### src/rtl/lru_key_value_cache_assert.svh
// Assertion macros for the LRU key-value cache.
// Expects clk and arst_n in the scope of each use.
`ifndef LRU_KEY_VALUE_CACHE_ASSERT_SVH
`define LRU_KEY_VALUE_CACHE_ASSERT_SVH

// Same-cycle implication, disabled during reset.
`define LKVC_ASSERT_NOW(label, ante, cons, msg) \
	label: assert property (@(posedge clk) disable iff (!arst_n) (ante) |-> (cons)) \
		else $error(msg);

// Next-cycle implication, disabled during reset.
`define LKVC_ASSERT_NEXT(label, ante, cons, msg) \
	label: assert property (@(posedge clk) disable iff (!arst_n) (ante) |=> (cons)) \
		else $error(msg);

`endif

### src/rtl/lkvc_pkg.sv
// Shared constants and types for the LRU key-value cache.
// No dependencies.
package lkvc_pkg;

	localparam int KEY_W     = 16;
	localparam int VAL_W     = 31;
	localparam int CAP_W     = 5;
	localparam logic [CAP_W-1:0] CAP_RESET = 5'd16;

	localparam logic ACT_GET = 1'b0;
	localparam logic ACT_PUT = 1'b1;

	typedef struct packed {
		logic             action;
		logic [KEY_W-1:0] key;
		logic [VAL_W-1:0] value;
	} item_t;

endpackage

### src/rtl/lru_key_value_cache.sv
// Fully associative key-value cache with LRU replacement (per-entry rank).
// Depends on lkvc_pkg and lru_key_value_cache_assert.svh.
//
//  channel | handshake         | payload
//  --------+-------------------+------------------------------------
//  request | start / busy      | action, lookup_key, put_value
//  result  | done (one cycle)  | found, read_value
//  config  | cfg_wr_en         | cfg_wr_data (capacity_in_use)
//
// One beat accepted per cycle; busy is held low.
// A get result passes through the request register and then the result register
// before it reaches the outputs; a put gives no result.
// Lookup and rank update are one compare pass
// over all entries between the request register and the state/result registers.
// Reset clears valid marks, ranks, fill count; capacity resets to 16.
// The receiver cannot stall: done is a single-cycle strobe.
module lru_key_value_cache #(
	parameter int MAX_ENTRIES = 16
) (
	input  logic                        clk,
	input  logic                        arst_n,
	input  logic                        start,
	output logic                        busy,
	input  logic                        action,
	input  logic [lkvc_pkg::KEY_W-1:0]  lookup_key,
	input  logic [lkvc_pkg::VAL_W-1:0]  put_value,
	output logic                        done,
	output logic                        found,
	output logic [lkvc_pkg::VAL_W-1:0]  read_value,
	input  logic                        cfg_wr_en,
	input  logic [lkvc_pkg::CAP_W-1:0]  cfg_wr_data
);

`include "lru_key_value_cache_assert.svh"

	localparam int RANK_W = (MAX_ENTRIES > 1) ? $clog2(MAX_ENTRIES) : 1;
	localparam int CNT_W  = $clog2(MAX_ENTRIES + 1);
	localparam int CMP_W  = (CNT_W > lkvc_pkg::CAP_W) ? CNT_W : lkvc_pkg::CAP_W;

	logic                         vld_s1;
	lkvc_pkg::item_t              item_s1;
	logic [lkvc_pkg::CAP_W-1:0]   cap_q;
	logic [MAX_ENTRIES-1:0]       valid_q;
	logic [lkvc_pkg::KEY_W-1:0]   key_q   [MAX_ENTRIES];
	logic [lkvc_pkg::VAL_W-1:0]   value_q [MAX_ENTRIES];
	logic [RANK_W-1:0]            rank_q  [MAX_ENTRIES];
	logic [CNT_W-1:0]             fill_q;
	logic                         done_q;
	logic                         found_q;
	logic [lkvc_pkg::VAL_W-1:0]   rdval_q;

	logic [MAX_ENTRIES-1:0]       hit_vec;
	logic                         hit_any;
	logic [RANK_W-1:0]            hit_rank;
	logic [lkvc_pkg::VAL_W-1:0]   hit_value;
	logic [CMP_W-1:0]             cap_ext;
	logic [CMP_W-1:0]             cap_eff;
	logic [CNT_W-1:0]             n1;
	logic [CNT_W-1:0]             n2;
	logic                         evict;
	logic [RANK_W-1:0]            last_rank;
	logic [MAX_ENTRIES-1:0]       valid1;
	logic [MAX_ENTRIES-1:0]       victim;
	logic [MAX_ENTRIES-1:0]       valid2;
	logic [MAX_ENTRIES-1:0]       free_vec;
	logic [MAX_ENTRIES-1:0]       free_oh;
	logic [RANK_W-1:0]            rank1   [MAX_ENTRIES];
	logic                         accept;
	logic                         is_put;

	assign busy   = 1'b0;
	assign accept = start && !busy;
	assign is_put = (item_s1.action == lkvc_pkg::ACT_PUT);

	// request register
	always_ff @(posedge clk or negedge arst_n) begin
		if (!arst_n) begin
			vld_s1 <= 1'b0;
		end else begin
			vld_s1 <= accept;
		end
	end

	always_ff @(posedge clk) begin
		if (accept) begin
			item_s1.action <= action;
			item_s1.key    <= lookup_key;
			item_s1.value  <= put_value;
		end
	end

	always_ff @(posedge clk or negedge arst_n) begin
		if (!arst_n) begin
			cap_q <= lkvc_pkg::CAP_RESET;
		end else if (cfg_wr_en) begin
			cap_q <= cfg_wr_data;
		end
	end

	// lookup
	always_comb begin
		hit_rank  = '0;
		hit_value = '0;
		for (int i = 0; i < MAX_ENTRIES; i++) begin
			hit_vec[i] = valid_q[i] && (key_q[i] == item_s1.key);
			hit_rank   = hit_rank  | (hit_vec[i] ? rank_q[i]  : '0);
			hit_value  = hit_value | (hit_vec[i] ? value_q[i] : '0);
		end
		hit_any = |hit_vec;
	end

	// effective capacity clamped to 1..MAX_ENTRIES
	always_comb begin
		cap_ext = CMP_W'(cap_q);
		priority if (cap_ext == '0) begin
			cap_eff = CMP_W'(1);
		end else if (cap_ext > CMP_W'(MAX_ENTRIES)) begin
			cap_eff = CMP_W'(MAX_ENTRIES);
		end else begin
			cap_eff = cap_ext;
		end
	end

	// put: drop same key, evict LRU if full, insert at lowest free slot
	always_comb begin
		n1        = fill_q - CNT_W'(hit_any);
		evict     = CMP_W'(n1) >= cap_eff;
		last_rank = RANK_W'(n1 - CNT_W'(1));
		valid1    = valid_q & ~hit_vec;
		for (int i = 0; i < MAX_ENTRIES; i++) begin
			rank1[i]  = rank_q[i] - RANK_W'(hit_any && (rank_q[i] > hit_rank));
			victim[i] = evict && valid1[i] && (rank1[i] == last_rank);
		end
		valid2   = valid1 & ~victim;
		n2       = n1 - CNT_W'(evict);
		free_vec = ~valid2;
		free_oh  = free_vec & (~free_vec + MAX_ENTRIES'(1));
	end

	always_ff @(posedge clk or negedge arst_n) begin
		if (!arst_n) begin
			valid_q <= '0;
			fill_q  <= '0;
			for (int i = 0; i < MAX_ENTRIES; i++) begin
				rank_q[i] <= '0;
			end
		end else if (vld_s1) begin
			if (is_put) begin
				valid_q <= valid2 | free_oh;
				fill_q  <= n2 + CNT_W'(1);
				for (int i = 0; i < MAX_ENTRIES; i++) begin
					if (free_oh[i]) begin
						rank_q[i] <= '0;
					end else if (valid2[i]) begin
						rank_q[i] <= rank1[i] + RANK_W'(1);
					end
				end
			end else if (hit_any) begin
				for (int i = 0; i < MAX_ENTRIES; i++) begin
					if (hit_vec[i]) begin
						rank_q[i] <= '0;
					end else if (valid_q[i] && (rank_q[i] < hit_rank)) begin
						rank_q[i] <= rank_q[i] + RANK_W'(1);
					end
				end
			end
		end
	end

	always_ff @(posedge clk) begin
		for (int i = 0; i < MAX_ENTRIES; i++) begin
			if (vld_s1 && is_put && free_oh[i]) begin
				key_q[i]   <= item_s1.key;
				value_q[i] <= item_s1.value;
			end
		end
	end

	// result register
	always_ff @(posedge clk or negedge arst_n) begin
		if (!arst_n) begin
			done_q <= 1'b0;
		end else begin
			done_q <= vld_s1 && !is_put;
		end
	end

	always_ff @(posedge clk) begin
		if (vld_s1 && !is_put) begin
			found_q <= hit_any;
			rdval_q <= hit_value;
		end
	end

	assign done       = done_q;
	assign found      = found_q;
	assign read_value = rdval_q;

	`LKVC_ASSERT_NOW(a_fill_matches_valid, 1'b1, $countones(valid_q) == fill_q,
		"fill count out of step with valid marks")
	`LKVC_ASSERT_NOW(a_hit_unique, vld_s1, $onehot0(hit_vec),
		"key present in more than one entry")
	`LKVC_ASSERT_NEXT(a_get_gives_result, vld_s1 && !is_put, done,
		"get beat produced no result")
	`LKVC_ASSERT_NEXT(a_put_inserts, vld_s1 && is_put, !done && (fill_q != '0),
		"put beat left cache empty or produced a result")
	`LKVC_ASSERT_NOW(a_miss_reads_zero, done && !found, read_value == '0,
		"miss returned nonzero value")

endmodule

### config.mk
export PLATFORM = sky130hd
export DESIGN_NAME = lru_key_value_cache
export DESIGN_NICKNAME = d
export VERILOG_FILES = /design/src/rtl/lkvc_pkg.sv /design/src/rtl/lru_key_value_cache.sv
export VERILOG_INCLUDE_DIRS = /design/src /design/src/rtl
export SDC_FILE = /design/constraint.sdc
export NUM_CORES = 1
export LEC_CHECK = 0
export ABC_AREA = 1
export BUFFER_PORTS_ARGS = -buffer_cell sky130_fd_sc_hd__buf_2
export CORE_MARGIN = 5
export CORE_UTILIZATION = 30
export CTS_CLUSTER_SIZE = 8
export DETAILED_ROUTE_END_ITERATION = 12
export GPL_TIMING_DRIVEN = 0
export PLACE_DENSITY = 0.41
export RECOVER_POWER = 50
export SETUP_SLACK_MARGIN = 0.05
export SYNTH_ARGS = -nofsm -noshare
export SYNTH_HDL_FRONTEND = slang
export SYNTH_SLANG_ARGS = --single-unit
export TNS_END_PERCENT = 50
### constraint.sdc
create_clock -name clk -period 12.6 [get_ports clk]
set_input_delay 2.52 -clock clk [delete_from_list [all_inputs] [get_ports clk]]
set_output_delay 2.52 -clock clk [all_outputs]
set_load 0.01 [all_outputs]
# ---- Yosys cells after proc, flatten, opt, wreduce, memory -nomap -nowiden
# Memories as Yosys holds them, arrays and structs flattened.
# Cells that the tools add are included.
dict set report totals {
  memories 2
  ram_bits 752
  register_bits 172
  output_inout_bits 34
}
# name words word_bits read_ports rd_ports_with_merged_regs wr line_no
set mem_list {}
lappend mem_list {value_q 16 31 16 0 1 lru_key_value_cache.sv:45} ;# logic [lkvc_pkg::VAL_W-1:0] value_q [MAX_ENTRIES];
lappend mem_list {key_q 16 16 16 0 1 lru_key_value_cache.sv:44} ;# logic [lkvc_pkg::KEY_W-1:0] key_q [MAX_ENTRIES];
dict set report classes {
  n_lt_le_gt_ge 34
  add_sub_neg 53
  mux 222
  bitwise_logic 38
  n_eq_ne 48
  reduce_logical 165
}
# operator count
set ops {}
lappend ops {{$mux 31} 31}
lappend ops {{$or 31x31->31} 15}
lappend ops {{$reduce_or 31->1} 15}
lappend ops {{$mux 4} 110}
lappend ops {{$eq 16x16->1} 16}
lappend ops {{$reduce_or 16->1} 16}
lappend ops {{$mux 16} 15}
lappend ops {{$add 4x1->4 const B} 32}
lappend ops {{$mux 64} 2}
lappend ops {{$logic_and 1x1->1} 98}
lappend ops {{$eq 4x4->1} 16}
lappend ops {{$gt 4x4->1} 16}
lappend ops {{$lt 4x4->1} 16}
lappend ops {{$not 16->16} 4}
lappend ops {{$reduce_and 4->1} 16}
lappend ops {{$sub 4x1->4} 16}
lappend ops {{$mux 1} 62}
lappend ops {{$or 4x4->4} 15}
lappend ops {{$and 16x16->16} 3}
lappend ops {{$ne 3x1->1 const B} 16}
lappend ops {{$reduce_bool 3->1} 16}
lappend ops {{$add 16x1->16 const B} 1}
lappend ops {{$or 16x16->16} 1}
lappend ops {{$mux 5} 2}
lappend ops {{other kinds (9)} 10}

# ---- Logic depth before layout (Yosys ltp)
# Gate-level depths: netlist of the first run.
# An unclocked memory read counts as a cell.
dict set report logic_depth {
  ltp_word 49
  depth_mapped 40
  mapped_depth_nobuf 38
}

# ---- Worst setup path after synthesis of the first run
# Ideal clock, no wire load.
dict set report synth_timing {
  path_type {reg-to-reg}
  from {reg item_s1[40] (netlist name)}
  to {mem key_q[1][100] (netlist name) (enable)}
  path_slack_ns 2.858
  stages_incl_launch_ff 33
  setup_time_ns 0.568
  t_required_ns 12.032
  arrival_ns 9.174
  synth_period_minus_slack_ns 9.742
  cell_sequence {edfxtp_1 buf_4 buf_4 xor2_1 nor2_1 nand2_1 nor2_1 nand2_1 nor2_1 inv_1 o21ai_0 nor4_1 and2_1 ha_1 nand4_1 a21oi_1 a211oi_1 ha_1 ha_1 or2_2 nand2_1 inv_1 o21ai_0 nor2_1 nand4_1 nand2_2 nor2_1 nand2_1 nor2_4 nand2_4 nor2_4 nand2_1 nor4_1}
}
dict set report synth_between {
  elab_chain_cells 48
  word_cells_on_any_way 264
  classes_between {19 x add/sub; 17 x order compare; 32 x eq/ne; 78 x mux; 22 x bitwise; 96 x reduce/logical}
}
# element line_no
set synth_lines {}
lappend synth_lines {{start, declared} lru_key_value_cache.sv:41} ;# lkvc_pkg::item_t item_s1;
lappend synth_lines {{$eq 16x16->1} lru_key_value_cache.sv:105} ;# hit_vec[i] = valid_q[i] && (key_q[i] == item_s1.key);
lappend synth_lines {{$logic_and 1x1->1} lru_key_value_cache.sv:105}
lappend synth_lines {{$mux 4} lru_key_value_cache.sv:106} ;# hit_rank = hit_rank | (hit_vec[i] ? rank_q[i] : '0);
lappend synth_lines {{$or 4x4->4 (15 in a row)} lru_key_value_cache.sv:106}
lappend synth_lines {{$gt 4x4->1} lru_key_value_cache.sv:131} ;# rank1[i] = rank_q[i] - RANK_W'(hit_any && (rank_q[i] > hit_rank));
lappend synth_lines {{$logic_and 1x1->1} lru_key_value_cache.sv:131}
lappend synth_lines {{$sub 4x1->4} lru_key_value_cache.sv:131}
lappend synth_lines {{$eq 4x4->1} lru_key_value_cache.sv:132} ;# victim[i] = evict && valid1[i] && (rank1[i] == last_rank);
lappend synth_lines {{[... 4 more ...]} --}
lappend synth_lines {{$not 16->16} lru_key_value_cache.sv:137} ;# free_oh = free_vec & (~free_vec + MAX_ENTRIES'(1));
lappend synth_lines {{$add 16x1->16} lru_key_value_cache.sv:137}
lappend synth_lines {{$and 16x16->16 *} lru_key_value_cache.sv:137}
lappend synth_lines {{$logic_and 1x1->1} lru_key_value_cache.sv:172} ;# if (vld_s1 && is_put && free_oh[i]) begin
lappend synth_lines {{$mux 1} lru_key_value_cache.sv:172}
lappend synth_lines {{$mux 1 (not written as such)} lru_key_value_cache.sv:173} ;# key_q[i] <= item_s1.key;
lappend synth_lines {{$reduce_or 16->1 (no source line)} --}
lappend synth_lines {{$mux 4 (no source line) or $mux 1 (tied branches) (15 in a row)} --}
lappend synth_lines {{end, declared} lru_key_value_cache.sv:44}
# Mark *: on every way between the ends. The rest lies on a longest branch, timed or not.

# ---- Worst setup path in the final report of the first run
dict set report layout_timing {
  from {reg item_s1[40] (netlist name)}
  to {mem value_q[1][189] (netlist name) (enable)}
}
dict set report layout_between {
  elab_chain_cells 48
  word_cells_on_any_way 264
  classes_between {19 x add/sub; 17 x order compare; 32 x eq/ne; 78 x mux; 22 x bitwise; 96 x reduce/logical}
}
# element line_no
set layout_lines {}
lappend layout_lines {{$eq 16x16->1} lru_key_value_cache.sv:105}
lappend layout_lines {{$logic_and 1x1->1} lru_key_value_cache.sv:105}
lappend layout_lines {{$mux 4} lru_key_value_cache.sv:106}
lappend layout_lines {{$or 4x4->4 (15 in a row)} lru_key_value_cache.sv:106}
lappend layout_lines {{$gt 4x4->1} lru_key_value_cache.sv:131}
lappend layout_lines {{$logic_and 1x1->1} lru_key_value_cache.sv:131}
lappend layout_lines {{$sub 4x1->4} lru_key_value_cache.sv:131}
lappend layout_lines {{$eq 4x4->1} lru_key_value_cache.sv:132}
lappend layout_lines {{[... 4 more ...]} --}
lappend layout_lines {{$not 16->16} lru_key_value_cache.sv:137}
lappend layout_lines {{$add 16x1->16} lru_key_value_cache.sv:137}
lappend layout_lines {{$and 16x16->16 *} lru_key_value_cache.sv:137}
lappend layout_lines {{$logic_and 1x1->1} lru_key_value_cache.sv:172}
lappend layout_lines {{$mux 1} lru_key_value_cache.sv:172}
lappend layout_lines {{$mux 1 (not written as such)} lru_key_value_cache.sv:174} ;# value_q[i] <= item_s1.value;
lappend layout_lines {{$reduce_or 31->1 (no source line)} --}
lappend layout_lines {{$mux 4 (no source line) or $mux 1 (tied branches) (15 in a row)} --}
lappend layout_lines {{end, declared} lru_key_value_cache.sv:45}
# Marked as above.

==> results of run 1 <==
[report_power, final]
part	internal, W	switching, W	leakage, nW
clock network	0.00199	0.00136	1.87
registers	0.00352	0.000148	8.77
logic	0.000467	0.000982	9.82
total	0.00597	0.00249	20.5
[worst min-delay path by stage]
stage,start,to,slack (ns),cells past startpoint
global route,cap_ext[4],cap_ext[4],0.55,2
floorplan,fill_q[4],fill_q[4],0.47,2
global placement,fill_q[4],fill_q[4],0.49,2
finish,fill_q[4],fill_q[4],0.52,2
detailed placement,fill_q[4],fill_q[4],0.53,2
CTS,fill_q[4],fill_q[4],0.54,2
[per-stage QoR]
step / power (W) / cells
after CTS: 0.00857 / 6114
final: 0.00847 / 6115
after detailed placement: 0.00516 / 5931
after global routing: 0.00889 / 6114
after global placement: 0.00513 / 5869
after floorplan: 0.00463 / 3878
[worst reg2reg max path: cells and delay by family, from the launching register on]
kind | cells | cell delay, ns
flip-flops | 1 | 0.71
adder cells (fa/ha/maj) | 3 | 0.76
AO/OA/AOI/OAI | 4 | 0.58
buffers and inverters | 8 | 1.56
AND/OR/NAND/NOR | 22 | 5.90
[layout by cell type, fill, tap and decap left out, drive strengths merged, types with 13 or more instances in the layout]
cell,instances
nand2,955
edfxtp,832
inv,402
nor2,269
clkbuf,246
a22o,217
buf,203
xor2,202
nand3,179
ha,124
o21ai,102
dfrtp,91
nand4,86
nor4,75
a21oi,47
xnor2,44
o22ai,24
nor3,22
o21bai,18
or2,17
clkinv,13
[registers in the layout (all words and copies together) (netlist names)]
name	flops
cap_ext	5
value_q	496
fill_q	5
valid_q	16
rank_q	64
key_q	256
found	1
read_value	31
done	1
vld_s1	1
is_put	1
item_s1	47
[routing by layer]
metal	up-vias	wire length [um]	global-route usage
li1	14059	-	-
met5	-	0	0
met4	0	6100	0.0776
met3	233	8000	0.0358
met1	14430	66800	0.260
met2	843	66800	0.304
[final cells by class]
cell class	count	area, um^2
antenna	1	2.50
sequential	924	27300
multi-input combinational	2422	14000
clock inverter	18	352
buffer	134	791
inverter	398	1500
timing repair buffer	150	1400
fill	14133	92600
tap	1903	2380
clock buffer	165	3520
[cell families after synthesis]
kind of cell,share of synthesized area
buffers and inverters,0.0526
XOR/XNOR,0.0496
flip-flops,0.628
other,0.0000863
AND/OR/NAND/NOR,0.160
AO/OA/AOI/OAI,0.0735
adder cells (fa/ha/maj),0.0357
==> results.md, run 1 <==
- Outcome: finished, violations left
- Failing checks: capacitance limit, slew limit
- Post-synth EDFFs: 832
- Final Hold Vio Count: 0
- Final Cycle Share: 0.779
- Critical Path Source: item_s1[40]
- Pre-CTS setup slack: 2.93 ns
- Fin area: 51,200 um^2
- Synth Register Bits: 924
- Slew headroom: -1.28
- Initial Utilization: 0.302
- First-pass GRT wire length: 209,000 um
- Synthesized instance count: 3,878
- Pwr per Cell Area: 165 nW/um^2
- Total GRT Usage: 0.192
- 1st-iter DRT viols: 2,300
- P&R area growth vs syn: 17.9%
- Routed wire per std cell: 24.2 um
- Worst-path fanout max: 17
- Via-to-Cell Ratio: 4.83
- Final wirelength: 148,000 um
- Vias post-DR: 29,565
- Synth area leaders: edfxtp_1, nand2_1, dfrtp_1
- Synth cell count leaders: nand2_1, edfxtp_1, inv_1
- WS Path Type: flop to flop
- I/O Buffers: 88
- Reg2reg end: value_q[1][189]
- Crit. End Element: flop
- Buf/Inv on CP: 8
- Syn nets: 4,059
- GP Congestion: 0.891
- Max Clk Rate: 102 MHz
- Nets: 4,346
- H-tree levels: 4
- Final setup margin: 2.79 ns
- Final HPWL DP: 100,000 um
- Critical path's largest stage delay: 0.98 ns
- Core ar.: 144,000 um^2
- Mapped Area: 43,400 um^2
- Tightest Hold Check Type: flop to flop
- Postcts setup bufs: 0
- Crit path max-delay family: simple AND/OR/NAND/NOR gates
- Worst Reg-to-Reg Cells: 37
- Count leader, synth: nand2_1
- Skew final: 0.0320 ns
- Max IR drop VDD: 0.0948 mV
- Largest net degree at the start of global routing: 49
- Final min period: 9.81 ns
- Final core utilization: 0.356
- R2R Setup Slk: 2.79 ns
- Unrepaired setup endpoints after global routing: false
- Routed Antenna Nets: 0
- Cell depth of the worst setup path: 37
- Hold Slack: 0.520 ns
- Post-cts resize count: 0
- Cts hold-fix bufs: 0
- Row Count: 139
- Clk_lat worst skew: 0.77 ns
- Req. time, crit path: 13.07 ns
- Leakage: 20.5 nW
- Clock tree from TritonCTS: built
- Critical-path top delay cell: nand2_1
- Die area: 153,000 um^2
- Final slew viol count: 132
- Yosys Warn Count: 0
- Synth Flop Type: edfxtp_1
- Most used cell, CP: nand2_1
- Clk sinks: 924
- Die Height: 391 um
- Mean Syn Cell Area: 11.2 um^2
- Register area share after synthesis: 0.628
- Yosys top cell area share: 0.575
- Number of buffers created by CTS: 135
- Initial antenna violation count: 6
- Clk buf depth: 3
- Ys async rst share: 0.0996
- CTS clk-pin slew, worst paths: 0.05 ns
- Slew at the pin closest to its max-slew limit: 3.42 ns
- Setup crit end: value_q[1][189]
- CTS Root Cell: clkbuf_16
- Total gr overflow: 0
- Fraction of layout cells with a size suffix above 1: 0.106
- Setup violators final: 0
- Ports: 91
- Placed Area: 47,400 um^2
- Detailed Routing Iterations Pass 1: 5
- Post-synth top area cell: edfxtp_1
- FF-to-FF Start: item_s1[40]
- DRC: 0
- Max-cap viol count: 5
- WP data arrival: 10.28 ns
- CP startpoint kind: flop
- Synth cell types: 49
- Number of global-route vias before repair: 28,838
- Setup TNS: 0 ns
- Die W: 391 um
(Power assumes the default switching activity.)
==> run 2: changes to the inputs <==
Settings changed: ABC_AREA 1 to 0.
Clock period 12.6 ns to 9.1 ns, I/O delays scaled along.
==> run 2 against run 1 <==
Net effect: sequential power grew 42%; worst setup slack lost 2.6 ns; global-route usage grew 1.4 points; clock-buffer cell count is the same; first-iteration DRC count grew 15%; synthesized cell count shrank 26%; clock power grew 37%; power grew 43%; the flow still finishes with violations (capacitance limit, slew limit).
==> results.md, run 2 <==
- Worst Reg-to-Reg Cells: 33
- H-tree levels: 4
- Clk sinks: 924
- Fin area: 50,000 um^2
- Critical path's largest stage delay: 0.54 ns
- Die W: 380 um
- Unrepaired setup endpoints after global routing: false
- GP Congestion: 0.904
- DRC: 0
- Cts hold-fix bufs: 0
- Total gr overflow: 0
- Initial Utilization: 0.303
- Nets: 3,451
- Synth area leaders: edfxtp_1, xor2_1, dfrtp_1
- Max Clk Rate: 113 MHz
- Worst Hold Endpoint: cap_ext[0]
- 1st-iter DRT viols: 2,645
- Clk_lat worst skew: 0.75 ns
- Via-to-Cell Ratio: 5.40
- Max reg flops: 496
- Synth Register Bits: 924
- Top reg by flops: value_q
- Pwr per Cell Area: 242 nW/um^2
- Count leader, synth: edfxtp_1
- Synth cell count leaders: edfxtp_1, xor2_1, inv_1
- Synth Flop Type: edfxtp_1
- Number of buffers created by CTS: 135
- Number of global-route vias before repair: 27,706
- Routed wire per std cell: 29.9 um
- Worst-path fanout max: 11
- Tightest Hold Check Type: flop to flop
- Fraction of layout cells with a size suffix above 1: 0.157
- Commonest non-fill, non-tap cell in the layout: edfxtp_1
- Most frequent cells in the layout: edfxtp_1, xor2_1, inv_1, clkbuf_16, ha_1
- Initial antenna violation count: 7
- Depth of the worst hold-timing path: 1
- Syn nets: 3,068
- Detailed Routing Iterations Pass 1: 5
- Die Height: 380 um
- Die area: 144,000 um^2
- Final core utilization: 0.368
- Post-synth EDFFs: 832
- R2R Setup Slk: 0.23 ns
- Ys async rst share: 0.0996
- Synthesized instance count: 2,887
- Total GRT Usage: 0.206
- FF-to-FF Start: item_s1[46]
- Row Count: 135
- Req. time, crit path: 9.53 ns
- Final wirelength: 152,000 um
- CTS Root Cell: clkbuf_16
- WP data arrival: 9.30 ns
- Setup violators final: 0
- Max IR drop VDD: 0.132 mV
- WS Path Type: flop to flop
- Final slew viol count: 146
- Reg2reg end: value_q[1][146]
- CTS clk-pin slew, worst paths: 0.05 ns
- Mapped Area: 41,100 um^2
- CP startpoint kind: flop
- Ports: 91
- Critical-path top delay cell: nor4_1
- Final min period: 8.87 ns
- Crit. End Element: flop
- Mean Syn Cell Area: 14.2 um^2
- Routed Antenna Nets: 0
- Yosys top cell area share: 0.608
- Yosys Warn Count: 0
- P&R area growth vs syn: 21.7%
- Final Hold Vio Count: 0
- Placed Area: 45,300 um^2
- Slew at the pin closest to its max-slew limit: 4.43 ns
- Clk buf depth: 3
- Largest registers: value_q x496, key_q x256, rank_q x64
- Outcome: finished, violations left
- Post-synth top area cell: edfxtp_1
- Leakage: 17.5 nW
- Max-cap viol count: 4
- I/O Buffers: 89
- Final Cycle Share: 0.975
- Clock tree from TritonCTS: built
- Skew final: 0.0412 ns
- Worst hold start: cap_ext[0]
- Largest net degree at the start of global routing: 63
- Vias post-DR: 27,493
- Failing checks: capacitance limit, slew limit
- Slew headroom: -1.95
- Synth cell types: 78
- Register area share after synthesis: 0.664
- First-pass GRT wire length: 213,000 um
- Final HPWL DP: 101,000 um
- Core ar.: 136,000 um^2
-- run 2: cell types whose count changed after synthesis, sizes merged, moves of 32 or more --
| cell | delta |
|---|---|
| a21oi | +32 |
| a221oi | +106 |
| a22o | -122 |
| a22oi | +103 |
| and3 | +32 |
| inv | -257 |
| nand2 | -874 |
| nand3 | -115 |
| nor2 | -188 |
| xnor2 | +51 |
| xor2 | +107 |
-- run 2: worst max-delay path by stage --
stage                      from         endpoint  cells past startpoint  slack [ns]
detailed placement  item_s1[37]  value_q[1][116]                     27       -5.07
CTS                 item_s1[44]  value_q[1][144]                     33        0.06
floorplan           item_s1[37]    key_q[1][112]                     26       -0.89
finish              item_s1[46]  value_q[1][146]                     33        0.23
global placement    item_s1[31]  value_q[1][222]                     25      -13.13
global route        item_s1[37]  value_q[1][144]                     33        0.06
-- run 2: cell families (layout without fill, tap and decap cells) --
logic type	after synthesis	after routing	synth area share
xor+xnor	404	404	0.0866
other cells	1	3	0.0000913
mux	10	10	0.00280
buf+inv	273	692	0.0265
compound gates	664	664	0.119
flops	924	924	0.664
fa+ha+maj	133	133	0.0400
simple gates	478	478	0.0609
-- run 2: worst max-delay path: cells and delay by family, from the launching register on --
kind	cells	cell delay [ns]
fa+ha+maj	3	0.71
flops	1	0.37
compound gates	4	0.94
simple gates	12	3.26
buf+inv	12	2.74
xor+xnor	2	0.42
-- run 2: repair_timing --
action                                  in CTS  in global routing
endpoints found under the hold margin        0                  0
pin swaps                                   28                  7
endpoints found under the setup margin     836                406
buffers inserted                            65                 14
gates resized for setup                     96                 25
-- run 2: layer usage --
layer  GRT usage  part of all wire  vias to the layer above
li1            -                 -                    11993
met1       0.294              0.46                    14280
met2       0.325              0.46                      975
met3      0.0316             0.057                      245
met4      0.0656             0.031                        0
met5           0                 0                        -
-- run 2: final cells by class --
cell class	count	area (um^2)
antenna	2	5.00
buffer	131	696
clock buffer	165	3620
clock inverter	8	139
fill	12893	85800
inverter	140	526
multi-input combinational	1690	13100
sequential	924	27300
tap	1781	2230
timing repair buffer	248	2450
-- run 2: report_power, final --
| group | switching (W) | total (W) | internal, W | leakage (nW) |
|---|---|---|---|---|
| Clock | 0.00180 | 0.00458 | 0.00278 | 1.83 |
| Sequential | 0.000307 | 0.00520 | 0.00490 | 8.72 |
| Combinational | 0.00147 | 0.00233 | 0.000860 | 6.95 |
-- run 2: metrics by stage --
| step | setup slack, ns | std cells | power, W | hold WS, ns | TNS, ns |
|---|---|---|---|---|---|
| floorplan | -0.887 | 2887 | 0.00669 | 0.470 | -83.50 |
| global placement | -13.13 | 4757 | 0.00747 | 0.493 | -7761.97 |
| detailed placement | -5.07 | 4837 | 0.00754 | 0.504 | -3416.90 |
| CTS | 0.0601 | 5075 | 0.0122 | 0.516 | 0 |
| global route | 0.0551 | 5087 | 0.0126 | 0.537 | 0 |
| finish | 0.231 | 5089 | 0.0121 | 0.511 | 0 |
